File: src/arer_pkg.sv
// Shared constants and types of the attack/release envelope unit.
package arer_pkg;

   localparam int LEN_BITS_DEF   = 24;
   localparam int LEVEL_BITS_DEF = 16;
   localparam int CSR_ADDR_W     = 5;
   localparam int CSR_DATA_W     = 32;
   localparam int REQ_DATA_W     = 8;

   typedef enum logic [2:0] {
      REG_ATTACK_START  = 3'd0,
      REG_ATTACK_END    = 3'd1,
      REG_ATTACK_LEN    = 3'd2,
      REG_RELEASE_START = 3'd3,
      REG_RELEASE_END   = 3'd4,
      REG_RELEASE_LEN   = 3'd5
   } reg_idx_type;

   typedef enum logic {
      OP_TICK    = 1'b0,
      OP_RESTART = 1'b1
   } op_type;

endpackage

File: src/attack_release_envelope_unit.sv
// Top level of the attack/release envelope unit: registers, ramp counters and sequencing.
//
//   channel  direction  transfer carries
//   req      in         tuser: op; tdata: release_on in bit 0
//   rsp      out        tdata: level (low bits), done_res above it
//   csr      in/out     APB register file, six registers at 4-byte spacing
//
// A restart transfer reloads both ramp counters and gives no response. A tick runs both
// ramps and, with release, then the multiplier before its result is loaded into rsp.
// Both ramps run their bit-serial divide-and-scale in parallel, one quotient
// bit per cycle; the release product is then formed one multiplier bit per cycle.
// Reset clears the registers, both ramp counters and the state and valid flags, but not rel_on.
// A finished result waits in the rsp register; a stalled rsp holds only the final step.
module attack_release_envelope_unit
   import arer_pkg::*;
#(
   parameter int LEN_BITS   = LEN_BITS_DEF,
   parameter int LEVEL_BITS = LEVEL_BITS_DEF
) (
   input  logic                         clock,
   input  logic                         reset,
   input  logic                         req_tvalid,
   output logic                         req_tready,
   input  logic [REQ_DATA_W-1:0]        req_tdata,   // [0] release_on
   input  logic                         req_tuser,   // [0] op
   output logic                         rsp_tvalid,
   input  logic                         rsp_tready,
   output logic [((LEVEL_BITS+8)/8)*8-1:0] rsp_tdata, // level, then done_res
   input  logic                         csr_psel,
   input  logic                         csr_penable,
   input  logic                         csr_pwrite,
   input  logic [CSR_ADDR_W-1:0]        csr_paddr,
   input  logic [CSR_DATA_W-1:0]        csr_pwdata,
   output logic [CSR_DATA_W-1:0]        csr_prdata,
   output logic                         csr_pready
);

   localparam int RSP_W = ((LEVEL_BITS + 8) / 8) * 8;

   typedef enum logic [3:0] {
      ST_IDLE = 4'b0001,
      ST_RAMP = 4'b0010,
      ST_MUL  = 4'b0100,
      ST_FIN  = 4'b1000
   } state_type;

   state_type state_ff, state_in;

   logic signed [LEVEL_BITS-1:0] atk_start_ff, atk_end_ff, rel_start_ff, rel_end_ff;
   logic [LEN_BITS-1:0]          atk_len_ff, rel_len_ff;
   logic [LEN_BITS-1:0]          atk_rem_ff, atk_rem_in;
   logic [LEN_BITS-1:0]          rel_rem_ff, rel_rem_in;
   logic                         rel_on_ff, rel_on_in;
   logic                         empty_ff, empty_in;
   logic signed [LEVEL_BITS-1:0] level_ff, level_in;
   logic                         rsp_valid_ff, rsp_valid_in;
   logic signed [LEVEL_BITS-1:0] rsp_level_ff, rsp_level_in;
   logic                         rsp_done_ff, rsp_done_in;

   logic                         csr_wr;
   reg_idx_type                  csr_idx;
   logic                         req_xfer, tick, restart;
   logic                         rsp_load, mul_go;
   logic                         atk_done, rel_done, mul_done;
   logic signed [LEVEL_BITS-1:0] atk_value, rel_value, mul_value;

   assign csr_pready = 1'b1;
   assign csr_wr     = csr_psel && csr_penable && csr_pwrite && csr_pready;
   assign csr_idx    = reg_idx_type'(csr_paddr[4:2]);

   always_ff @(posedge clock) begin
      if (reset) begin
         atk_start_ff <= '0;
         atk_end_ff   <= '0;
         atk_len_ff   <= '0;
         rel_start_ff <= '0;
         rel_end_ff   <= '0;
         rel_len_ff   <= '0;
      end else if (csr_wr) begin
         unique case (csr_idx)
            REG_ATTACK_START:  atk_start_ff <= csr_pwdata[LEVEL_BITS-1:0];
            REG_ATTACK_END:    atk_end_ff   <= csr_pwdata[LEVEL_BITS-1:0];
            REG_ATTACK_LEN:    atk_len_ff   <= csr_pwdata[LEN_BITS-1:0];
            REG_RELEASE_START: rel_start_ff <= csr_pwdata[LEVEL_BITS-1:0];
            REG_RELEASE_END:   rel_end_ff   <= csr_pwdata[LEVEL_BITS-1:0];
            REG_RELEASE_LEN:   rel_len_ff   <= csr_pwdata[LEN_BITS-1:0];
            default: begin
            end
         endcase
      end
   end

   always_comb begin
      unique case (csr_idx)
         REG_ATTACK_START:  csr_prdata = CSR_DATA_W'($unsigned(atk_start_ff));
         REG_ATTACK_END:    csr_prdata = CSR_DATA_W'($unsigned(atk_end_ff));
         REG_ATTACK_LEN:    csr_prdata = CSR_DATA_W'(atk_len_ff);
         REG_RELEASE_START: csr_prdata = CSR_DATA_W'($unsigned(rel_start_ff));
         REG_RELEASE_END:   csr_prdata = CSR_DATA_W'($unsigned(rel_end_ff));
         REG_RELEASE_LEN:   csr_prdata = CSR_DATA_W'(rel_len_ff);
         default:           csr_prdata = '0;
      endcase
   end

   assign req_tready = (state_ff == ST_IDLE);
   assign req_xfer   = req_tvalid && req_tready;
   assign tick       = req_xfer && (op_type'(req_tuser) == OP_TICK);
   assign restart    = req_xfer && (op_type'(req_tuser) == OP_RESTART);

   arer_ramp #(.LEN_BITS(LEN_BITS), .LEVEL_BITS(LEVEL_BITS)) u_atk_ramp (
      .clock       (clock),
      .reset       (reset),
      .go          (tick),
      .start_level (atk_start_ff),
      .end_level   (atk_end_ff),
      .len         (atk_len_ff),
      .rem         (atk_rem_ff),
      .done        (atk_done),
      .value       (atk_value)
   );

   arer_ramp #(.LEN_BITS(LEN_BITS), .LEVEL_BITS(LEVEL_BITS)) u_rel_ramp (
      .clock       (clock),
      .reset       (reset),
      .go          (tick),
      .start_level (rel_start_ff),
      .end_level   (rel_end_ff),
      .len         (rel_len_ff),
      .rem         (rel_rem_ff),
      .done        (rel_done),
      .value       (rel_value)
   );

   arer_smul #(.LEVEL_BITS(LEVEL_BITS)) u_smul (
      .clock   (clock),
      .reset   (reset),
      .go      (mul_go),
      .a       (atk_value),
      .b       (rel_value),
      .done    (mul_done),
      .product (mul_value)
   );

   always_comb begin
      atk_rem_in = atk_rem_ff;
      rel_rem_in = rel_rem_ff;
      rel_on_in  = rel_on_ff;
      empty_in   = empty_ff;
      if (restart) begin
         atk_rem_in = atk_len_ff;
         rel_rem_in = rel_len_ff;
      end else if (tick) begin
         rel_on_in = req_tdata[0];
         empty_in  = req_tdata[0] && (rel_rem_ff == '0);
         if (atk_rem_ff != '0) begin
            atk_rem_in = atk_rem_ff - LEN_BITS'(1);
         end
         if (req_tdata[0] && (rel_rem_ff != '0)) begin
            rel_rem_in = rel_rem_ff - LEN_BITS'(1);
         end
      end
   end

   always_comb begin
      state_in = state_ff;
      level_in = level_ff;
      mul_go   = 1'b0;
      rsp_load = 1'b0;
      unique case (state_ff)
         ST_IDLE: begin
            if (tick) begin
               state_in = ST_RAMP;
            end
         end
         ST_RAMP: begin
            if (atk_done && rel_done) begin
               if (rel_on_ff) begin
                  mul_go   = 1'b1;
                  state_in = ST_MUL;
               end else begin
                  level_in = atk_value;
                  state_in = ST_FIN;
               end
            end
         end
         ST_MUL: begin
            if (mul_done) begin
               level_in = mul_value;
               state_in = ST_FIN;
            end
         end
         ST_FIN: begin
            if (!rsp_valid_ff || rsp_tready) begin
               rsp_load = 1'b1;
               state_in = ST_IDLE;
            end
         end
         default: state_in = ST_IDLE;
      endcase
   end

   always_comb begin
      rsp_level_in = rsp_level_ff;
      rsp_done_in  = rsp_done_ff;
      if (rsp_load) begin
         rsp_valid_in = 1'b1;
         rsp_level_in = level_ff;
         rsp_done_in  = empty_ff;
      end else if (rsp_tready) begin
         rsp_valid_in = 1'b0;
      end else begin
         rsp_valid_in = rsp_valid_ff;
      end
   end

   always_ff @(posedge clock) begin
      if (reset) begin
         state_ff     <= ST_IDLE;
         atk_rem_ff   <= '0;
         rel_rem_ff   <= '0;
         rsp_valid_ff <= 1'b0;
      end else begin
         state_ff     <= state_in;
         atk_rem_ff   <= atk_rem_in;
         rel_rem_ff   <= rel_rem_in;
         rsp_valid_ff <= rsp_valid_in;
      end
   end

   always_ff @(posedge clock) begin
      rel_on_ff    <= rel_on_in;
      empty_ff     <= empty_in;
      level_ff     <= level_in;
      rsp_level_ff <= rsp_level_in;
      rsp_done_ff  <= rsp_done_in;
   end

   assign rsp_tvalid = rsp_valid_ff;
   assign rsp_tdata  = RSP_W'({rsp_done_ff, rsp_level_ff});

   a_ramp_done_in_ramp : assert property (@(posedge clock) disable iff (reset)
      atk_done |-> (state_ff == ST_RAMP))
      else $error("attack ramp finished outside the ramp state");

   a_mul_done_in_mul : assert property (@(posedge clock) disable iff (reset)
      mul_done |-> (state_ff == ST_MUL))
      else $error("multiplier finished outside the multiply state");

   a_restart_reload : assert property (@(posedge clock) disable iff (reset)
      (!reset && restart) |=> (atk_rem_ff == $past(atk_len_ff))
         && (rel_rem_ff == $past(rel_len_ff)))
      else $error("restart did not reload the ramp counters");

   a_attack_count : assert property (@(posedge clock) disable iff (reset)
      (!reset && tick && (atk_rem_ff != '0))
         |=> (atk_rem_ff == $past(atk_rem_ff) - LEN_BITS'(1)))
      else $error("attack counter did not step on a tick");

endmodule

File: src/arer_ramp.sv
// Bit-serial ramp evaluator: restoring fraction divider fused with a shift-add scaler.
module arer_ramp
   import arer_pkg::*;
#(
   parameter int LEN_BITS   = LEN_BITS_DEF,
   parameter int LEVEL_BITS = LEVEL_BITS_DEF
) (
   input  logic                         clock,
   input  logic                         reset,
   input  logic                         go,
   input  logic signed [LEVEL_BITS-1:0] start_level,
   input  logic signed [LEVEL_BITS-1:0] end_level,
   input  logic        [LEN_BITS-1:0]   len,
   input  logic        [LEN_BITS-1:0]   rem,
   output logic                         done,
   output logic signed [LEVEL_BITS-1:0] value
);

   localparam int FRAC  = LEVEL_BITS - 1;
   localparam int ACC_W = 2 * LEVEL_BITS + 1;
   localparam int CNT_W = $clog2(LEVEL_BITS);
   localparam logic [CNT_W-1:0] LAST = CNT_W'(LEVEL_BITS - 1);

   logic                         run_ff, run_in;
   logic                         done_ff, done_in;
   logic [CNT_W-1:0]             cnt_ff, cnt_in;
   logic                         zl_ff, zl_in;
   logic [LEN_BITS-1:0]          len_ff, len_in;
   logic [LEN_BITS:0]            part_ff, part_in;
   logic signed [LEVEL_BITS:0]   diff_ff, diff_in;
   logic signed [LEVEL_BITS-1:0] end_ff, end_in;
   logic signed [ACC_W-1:0]      acc_ff, acc_in;

   logic [LEN_BITS:0]            trial;
   logic                         take;
   logic signed [ACC_W-1:0]      diff_ext;
   logic signed [ACC_W-1:0]      acc_sh;

   always_comb begin
      trial    = (cnt_ff == '0) ? part_ff : {part_ff[LEN_BITS-1:0], 1'b0};
      take     = !zl_ff && (trial >= {1'b0, len_ff});
      diff_ext = ACC_W'(diff_ff);

      run_in  = run_ff;
      done_in = 1'b0;
      cnt_in  = cnt_ff;
      zl_in   = zl_ff;
      len_in  = len_ff;
      part_in = part_ff;
      diff_in = diff_ff;
      end_in  = end_ff;
      acc_in  = acc_ff;

      if (go) begin
         run_in  = 1'b1;
         cnt_in  = '0;
         zl_in   = (len == '0);
         len_in  = len;
         part_in = {1'b0, (rem > len) ? len : rem};
         diff_in = (LEVEL_BITS + 1)'(start_level) - (LEVEL_BITS + 1)'(end_level);
         end_in  = end_level;
         acc_in  = '0;
      end else if (run_ff) begin
         part_in = take ? (trial - {1'b0, len_ff}) : trial;
         acc_in  = (acc_ff <<< 1) + (take ? diff_ext : '0);
         cnt_in  = cnt_ff + CNT_W'(1);
         if (cnt_ff == LAST) begin
            run_in  = 1'b0;
            done_in = 1'b1;
         end
      end
   end

   always_ff @(posedge clock) begin
      if (reset) begin
         run_ff  <= 1'b0;
         done_ff <= 1'b0;
         cnt_ff  <= '0;
      end else begin
         run_ff  <= run_in;
         done_ff <= done_in;
         cnt_ff  <= cnt_in;
      end
   end

   always_ff @(posedge clock) begin
      zl_ff   <= zl_in;
      len_ff  <= len_in;
      part_ff <= part_in;
      diff_ff <= diff_in;
      end_ff  <= end_in;
      acc_ff  <= acc_in;
   end

   assign acc_sh = acc_ff >>> FRAC;
   assign done   = done_ff;
   assign value  = end_ff + acc_sh[LEVEL_BITS-1:0];

endmodule

File: src/arer_smul.sv
// Bit-serial signed fixed-point multiplier with a saturating result.
module arer_smul
   import arer_pkg::*;
#(
   parameter int LEVEL_BITS = LEVEL_BITS_DEF
) (
   input  logic                         clock,
   input  logic                         reset,
   input  logic                         go,
   input  logic signed [LEVEL_BITS-1:0] a,
   input  logic signed [LEVEL_BITS-1:0] b,
   output logic                         done,
   output logic signed [LEVEL_BITS-1:0] product
);

   localparam int FRAC  = LEVEL_BITS - 1;
   localparam int ACC_W = 2 * LEVEL_BITS;
   localparam int CNT_W = $clog2(LEVEL_BITS);
   localparam logic [CNT_W-1:0] LAST = CNT_W'(LEVEL_BITS - 1);
   localparam logic signed [ACC_W-1:0] P_MAX = ACC_W'((2 ** (LEVEL_BITS - 1)) - 1);
   localparam logic signed [ACC_W-1:0] P_MIN = -ACC_W'(2 ** (LEVEL_BITS - 1));

   logic                         run_ff, run_in;
   logic                         done_ff, done_in;
   logic [CNT_W-1:0]             cnt_ff, cnt_in;
   logic signed [LEVEL_BITS-1:0] a_ff, a_in;
   logic [LEVEL_BITS-1:0]        b_ff, b_in;
   logic signed [ACC_W-1:0]      acc_ff, acc_in;

   logic signed [ACC_W-1:0]      a_ext;
   logic signed [ACC_W-1:0]      term;
   logic signed [ACC_W-1:0]      acc_sh;

   always_comb begin
      a_ext = ACC_W'(a_ff);
      if (!b_ff[LEVEL_BITS-1]) begin
         term = '0;
      end else if (cnt_ff == '0) begin
         term = -a_ext;
      end else begin
         term = a_ext;
      end

      run_in  = run_ff;
      done_in = 1'b0;
      cnt_in  = cnt_ff;
      a_in    = a_ff;
      b_in    = b_ff;
      acc_in  = acc_ff;

      if (go) begin
         run_in = 1'b1;
         cnt_in = '0;
         a_in   = a;
         b_in   = b;
         acc_in = '0;
      end else if (run_ff) begin
         acc_in = (acc_ff <<< 1) + term;
         b_in   = {b_ff[LEVEL_BITS-2:0], 1'b0};
         cnt_in = cnt_ff + CNT_W'(1);
         if (cnt_ff == LAST) begin
            run_in  = 1'b0;
            done_in = 1'b1;
         end
      end
   end

   always_ff @(posedge clock) begin
      if (reset) begin
         run_ff  <= 1'b0;
         done_ff <= 1'b0;
         cnt_ff  <= '0;
      end else begin
         run_ff  <= run_in;
         done_ff <= done_in;
         cnt_ff  <= cnt_in;
      end
   end

   always_ff @(posedge clock) begin
      a_ff   <= a_in;
      b_ff   <= b_in;
      acc_ff <= acc_in;
   end

   always_comb begin
      acc_sh = acc_ff >>> FRAC;
      if (acc_sh > P_MAX) begin
         product = P_MAX[LEVEL_BITS-1:0];
      end else if (acc_sh < P_MIN) begin
         product = P_MIN[LEVEL_BITS-1:0];
      end else begin
         product = acc_sh[LEVEL_BITS-1:0];
      end
   end

   assign done = done_ff;

endmodule
File: config.mk
export PLATFORM = sky130hd
export DESIGN_NAME = attack_release_envelope_unit
export DESIGN_NICKNAME = d
export VERILOG_FILES = /design/src/arer_pkg.sv /design/src/attack_release_envelope_unit.sv /design/src/arer_ramp.sv /design/src/arer_smul.sv
export SDC_FILE = /design/constraint.sdc
export NUM_CORES = 1
export LEC_CHECK = 0
export ABC_CLOCK_PERIOD_IN_PS = 6700
export BUFFER_PORTS_ARGS = -buffer_cell sky130_fd_sc_hd__buf_4
export CAP_MARGIN = 0
export CORE_UTILIZATION = 57
export DETAILED_ROUTE_END_ITERATION = 6
export HOLD_SLACK_MARGIN = 0.06
export PLACE_DENSITY = 0.83
export SLEW_MARGIN = 0
export SYNTH_ARGS = -nofsm -noshare
export SYNTH_HDL_FRONTEND = slang
export SYNTH_SLANG_ARGS = --single-unit
export TNS_END_PERCENT = 20
File: constraint.sdc
create_clock -name clock -period 6.7 [get_ports clock]
set_clock_uncertainty 0.15 [all_clocks]
set_input_delay 0.335 -clock clock [delete_from_list [all_inputs] [get_ports clock]]
set_output_delay 0.335 -clock clock [all_outputs]
set_load 0.02 [all_outputs]
# ---- Word-level counts from Yosys, hierarchy flattened
# Cells that the tools add are included.
dict set report word_totals {
  reg_bits 510
  input_bits 53
  out_inout_bits 59
  word_cells 185
}
dict set report op_classes {
  addsub 15
  magnitude_cmp 6
  eq_ne 17
  reduce_logical 47
  n_mux 54
  bitwise 5
}
# cell count
set ops {}
lappend ops {{$mux 24} 12}
lappend ops {{$pmux 24 s6} 1}
lappend ops {{$mux 16} 7}
lappend ops {{$mux 25} 4}
lappend ops {{$logic_not 24->1} 3}
lappend ops {{$mux 32} 2}
lappend ops {{$add 31x31->31} 2}
lappend ops {{$mux 31} 2}
lappend ops {{$ge 25x24->1} 2}
lappend ops {{$sub 25x24->25} 2}
lappend ops {{$gt 24x24->1} 2}
lappend ops {{$reduce_bool 24->1} 2}
lappend ops {{$sub 24x1->24 const B} 2}
lappend ops {{$sub 16x16->17} 2}
lappend ops {{$add 16x16->16} 2}
lappend ops {{$add 32x32->32} 1}
lappend ops {{$neg 16->32} 1}
lappend ops {{$pmux 16 s2} 1}
lappend ops {{$mux 4} 5}
lappend ops {{$mux 1} 19}
lappend ops {{$reduce_and 2->1} 9}
lappend ops {{$gt 17x16->1 const B} 1}
lappend ops {{$lt 17x16->1 const B} 1}
lappend ops {{$eq 4x4->1 const B} 4}
lappend ops {{other kinds (20)} 55}

# ---- Logic depth before layout (Yosys ltp)
dict set report logic_depth {
  depth_word 7
  ltp_mapped 29
  mapped_depth_nobuf 24
}

# ---- Cells and area by module
# A second synthesis with hierarchy kept.
dict set report hier_totals {
  cells_unflattened 3756
  hier_area_um2 33515.9
}
# module instances area_per_inst_um2 cells_per_inst seq_area_each_um2
set by_module_without_submodules {}
lappend by_module_without_submodules {arer_ramp 2 9649.3 1057 3223.1}
lappend by_module_without_submodules {attack_release_envelope_unit 1 9302.7 1090 4354.2}
lappend by_module_without_submodules {arer_smul 1 4914.7 552 1721.7}

# ---- Worst setup path after synthesis
# Ideal clock, no wire load.
dict set report synth_path {
  path_kind {flip-flop to flip-flop}
  start {reg u_rel_ramp.cnt_ff[0]}
  end {reg u_rel_ramp.acc_ff[27]}
  n_path_buf 4
  synth_period_minus_slack_ns 6.984
  t_required_ns 6.430
  stages_incl_launch_ff 27
  t_arrival_ns 6.714
  slack_ns -0.284
  setup_ns 0.120
  cell_sequence {dfxtp_1 > inv_1 > ha_1 > nor3b_1 > clkbuf_1 > clkbuf_1 > mux2_2 > ha_1 > nand3_1 > or2_2 > nor4_1 > a32o_1 > o21a_1 > buf_1 > clkbuf_1 > and2_1 > ha_1 > nor2b_1 > o31a_1 > o41ai_1 > o211ai_1 > o31ai_1 > a21oi_1 > o21ai_0 > mux2i_1 > and3_1 > nor3_1}
}
dict set report synth_via {
  elab_chain_cells 6
}
# item line
set synth_lines {}
lappend synth_lines {{start, declared} arer_ramp.sv:26} ;# logic [CNT_W-1:0] cnt_ff, cnt_in;
lappend synth_lines {{start signal, assigned} arer_ramp.sv:82} ;# cnt_ff <= cnt_in;
lappend synth_lines {{$logic_not 4->1} arer_ramp.sv:40} ;# trial = (cnt_ff == '0) ? part_ff : {part_ff[LEN_BITS-1:0], 1'b0};
lappend synth_lines {{$mux 25} arer_ramp.sv:40}
lappend synth_lines {{$ge 25x24->1} arer_ramp.sv:41} ;# take = !zl_ff && (trial >= {1'b0, len_ff});
lappend synth_lines {{$logic_and 1x1->1} arer_ramp.sv:41}
lappend synth_lines {{$mux 31} arer_ramp.sv:65} ;# acc_in = (acc_ff <<< 1) + (take ? diff_ext : '0);
lappend synth_lines {{$add 31x31->31} arer_ramp.sv:65}
lappend synth_lines {{end signal, assigned} arer_ramp.sv:92} ;# acc_ff <= acc_in;
lappend synth_lines {{end, declared} arer_ramp.sv:32} ;# logic signed [ACC_W-1:0] acc_ff, acc_in;
# Every way passes these cells.
# A chain may end at the register's enable or synchronous reset.

# ---- Worst setup path in the final report
dict set report layout_path {
  start {reg u_rel_ramp.cnt_ff[0]}
  end {reg u_rel_ramp.acc_ff[23]}
}
# Same word-level chain as after synthesis.

==> results_dict.tcl <==
set metrics [dict create \
    place_congestion 0.931 \
    grt_pass1_wl_um 137000 \
    leakage_nw 14.0 \
    firstDrtPassIters 7 \
    internal-power_mw 8.31 \
    viasPerCell 6.13 \
    ys_seq_area_share_pct 38.6 \
    required_ns 7.01 \
    final_layout_size_suffix_gt1_share_pct 8.36 \
    maxSlewHeadroom_pct 15.4 \
    end_kind "flop" \
    cp_max_fo 29 \
    antenna_found_initial 0 \
    pin_count 112 \
    vias 27900 \
    p_clk_share_pct 23.9 \
    cp_data_arrival_time_ns 6.66 \
    final-setup-viol-count 0 \
    postSynthCellCount 3709 \
    clk_path_buf_depth 3 \
    n_antenna_cell 0 \
    rr_startpoint "u_rel_ramp.cnt_ff[0]" \
    crit_type "reg2reg" \
    ys_seq_elements 510 \
    row_count 87 \
    power_density_nw_per_um2 383 \
    coreArea_um2 56300 \
    worstHoldPathCells 2 \
    fmax_mhz 157 \
    p_comb_share_pct 45.5 \
    overflow 0 \
    r2r_end "u_rel_ramp.acc_ff[23]" \
    synth_ff_type "dfxtp_1" \
    die_w_um 240 \
    num-fill-cells 4516 \
    cpPeakStageDelay_ns 0.50 \
    root_buffer "clkbuf_16" \
    track_usage_pct 29.6 \
    final_cell_mix "nand2_1 (467), a21oi_1 (348), dfxtp_1 (277), nor2_1 (275), edfxtp_1 (231)" \
    period_minus_slack_ns 6.35 \
    worst_slack_ns 0.349 \
    syn_area_um2 32400 \
    async_flop_share_pct 0 \
    status "completed" \
    startpoint_type "flop" \
    clkTransAtPathRegs_ns 0.06 \
    route.detailed.drc 0 \
    finish.net_count 4034 \
    critPathTopFamily "simple AND/OR/NAND/NOR gates" \
    holdCritStartpoint "reset" \
    io_buffer_count 78 \
    power.switching_mw 5.44 \
    start_util_pct 57.6 \
    grt_start_max_net_pins 133 \
    cts.sinks 510 \
    post_cts_buffers 0 \
    ir_drop_mv 1.10 \
    finalMaxSlewViolations 0 \
    cts_tree "built" \
    r2r_slack_ns 0.35 \
    worstRegToRegCells 25 \
    clock_latency_ns 0.63 \
    final_common_cell "nand2_1" \
    finalHoldViolCount 0 \
    numCtsBuffers 55 \
    finalWirelength_um 86200 \
    grt_pass1_vias 25900 \
    power.share.switching_pct 39.6 \
    seqPwrFrac_pct 30.6 \
    wire_per_inst_um 19.0 \
    rsz0062_at_grt "false" \
    htree_levels 2 \
    whs_endpoint "rel_rem_ff[9]" \
    die_h_um 240 \
    synth_area_per_cell_um2 8.74 \
    dp_worst_setup_slack_ns 0.271 \
    worst_pin_slew_ns 1.26 \
    slowest_stage "or3b_2" \
    hpwl_um 60200 \
    ys_types 82 \
    finalNonFillerCells 4546 \
    fp.dieArea_um2 57800 \
    final_util_pct 63.8 \
    cp_common_cell "ha_1" \
    dp_cells 4416 \
    hold_class "in2reg" \
    syn2layout_area_growth_pct 10.8 \
    first_iter_violations 3052 \
    cap_violations 0 \
    yosys_warnings 0 \
    cp_num_buf_inv 4 \
    timing.final.crit_share_pct 94.8 \
    synth_edf_count 231 \
    ant_nets 0 \
]
==> sequential cells by signal (all words and copies together) (netlist names), 25 cells and up <==
| name | flops |
|---|---|
| u_smul.acc_ff | 32 |
| u_atk_ramp.acc_ff | 31 |
| u_rel_ramp.acc_ff | 31 |
| u_atk_ramp.part_ff | 25 |
| u_rel_ramp.part_ff | 25 |
==> stage by stage <==
stage | hold WS [ns] | power, mW | cell area (um^2) | TNS, ns
6_report | 0.159 | 13.7 | 35900 | 0
5_1_grt | 0.175 | 14.6 | 35900 | 0
4_1_cts | 0.131 | 13.7 | 35900 | 0
3_5_place_dp | 0.255 | 10.3 | 33600 | 0
3_3_place_gp | 0.251 | 10.2 | 33600 | 0
2_1_floorplan | 0.250 | 9.01 | 32500 | -0.0182
==> kinds of logic after synthesis <==
kind of cell,synth area share [%]
compound gates,17.7
buf+inv,4.83
mux,6.35
simple gates,18.0
xor+xnor,5.00
other cells,0.0232
fa+ha+maj,9.36
flops,38.6
==> layer usage <==
layer | global-route usage, % | up-vias | part of all wire [%]
li1 | - | 13300 | -
met1 | 38.3 | 13000 | 40
met2 | 48.9 | 1255 | 47
met3 | 4.33 | 300 | 8.4
met5 | 0 | - | 0
met4 | 13.5 | 0 | 5.0
==> repair_timing <==
action                     4_1_cts  5_1_grt
hold endpoints to repair       115        0
setup endpoints to repair        0       11
hold buffers                    27        0
resized for setup                0        7
==> power groups by stage <==
| stage | Sequential [mW] | Combinational, mW | Clock [mW] |
|---|---|---|---|
| 2_1_floorplan | 4.05 | 4.96 | 0 |
| 3_3_place_gp | 4.23 | 5.92 | 0 |
| 3_5_place_dp | 4.25 | 6.08 | 0 |
| 4_1_cts | 4.19 | 6.16 | 3.30 |
| 5_1_grt | 4.25 | 6.88 | 3.44 |
| 6_report | 4.21 | 6.25 | 3.28 |
==> worst max path at each step <==
stage                    startpoint                    end  slack (ns)  cells past startpoint
2_1_floorplan  u_atk_ramp.cnt_ff[0]  u_atk_ramp.acc_ff[27]       -0.02                     27
3_3_place_gp   u_rel_ramp.cnt_ff[0]  u_rel_ramp.acc_ff[27]        0.42                     25
3_5_place_dp   u_rel_ramp.cnt_ff[0]  u_rel_ramp.acc_ff[27]        0.27                     25
4_1_cts        u_rel_ramp.cnt_ff[0]  u_rel_ramp.acc_ff[27]        0.23                     25
5_1_grt        u_rel_ramp.cnt_ff[0]  u_rel_ramp.acc_ff[27]        0.03                     25
6_report       u_rel_ramp.cnt_ff[0]  u_rel_ramp.acc_ff[23]        0.35                     25
==> final cells by class <==
class / count / area [um^2] / area share, %
clock buffer: 74 / 1580 / 4.40
clock inverter: 29 / 377 / 1.05
inverter: 220 / 833 / 2.32
multi-input combinational: 2814 / 18500 / 51.4
sequential: 510 / 12500 / 34.9
tap: 756 / 946 / 2.63
timing repair buffer: 143 / 1180 / 3.28
==> worst reg2reg max path, stage by stage, from the launching register on <==
cell and delay [ns]:
dfxtp_1 0.34, inv_1 0.07, ha_1 0.13, nor3b_2 0.23
buf_12 0.24, mux2_2 0.41, ha_1 0.36, nand3_1 0.13
or2_2 0.35, nor4_2 0.24, a32o_1 0.27, o21a_1 0.25
and2_1 0.18, ha_1 0.22, inv_1 0.08, fa_1 0.42
nor2b_1 0.17, o31a_1 0.21, o41ai_2 0.11, o211ai_1 0.31
o31ai_2 0.15, buf_4 0.18, or3b_2 0.50, o21ai_0 0.25
xnor2_1 0.17, o22ai_1 0.09
==> Yosys cell counts, types with 76 or more instances <==
cell | number | area [um^2]
o21ai_0 | 206 | 1030
nor2_1 | 278 | 1040
nand2_1 | 467 | 1750
xnor2_1 | 116 | 1020
nand3_1 | 76 | 380
inv_1 | 218 | 818
ha_1 | 228 | 2850
a21oi_1 | 350 | 1750
dfxtp_1 | 279 | 5590
nor3_1 | 87 | 435
mux2i_1 | 146 | 1460
clkbuf_1 | 147 | 552
edfxtp_1 | 231 | 6940
Note: power is estimated with default switching activity, not from simulation.
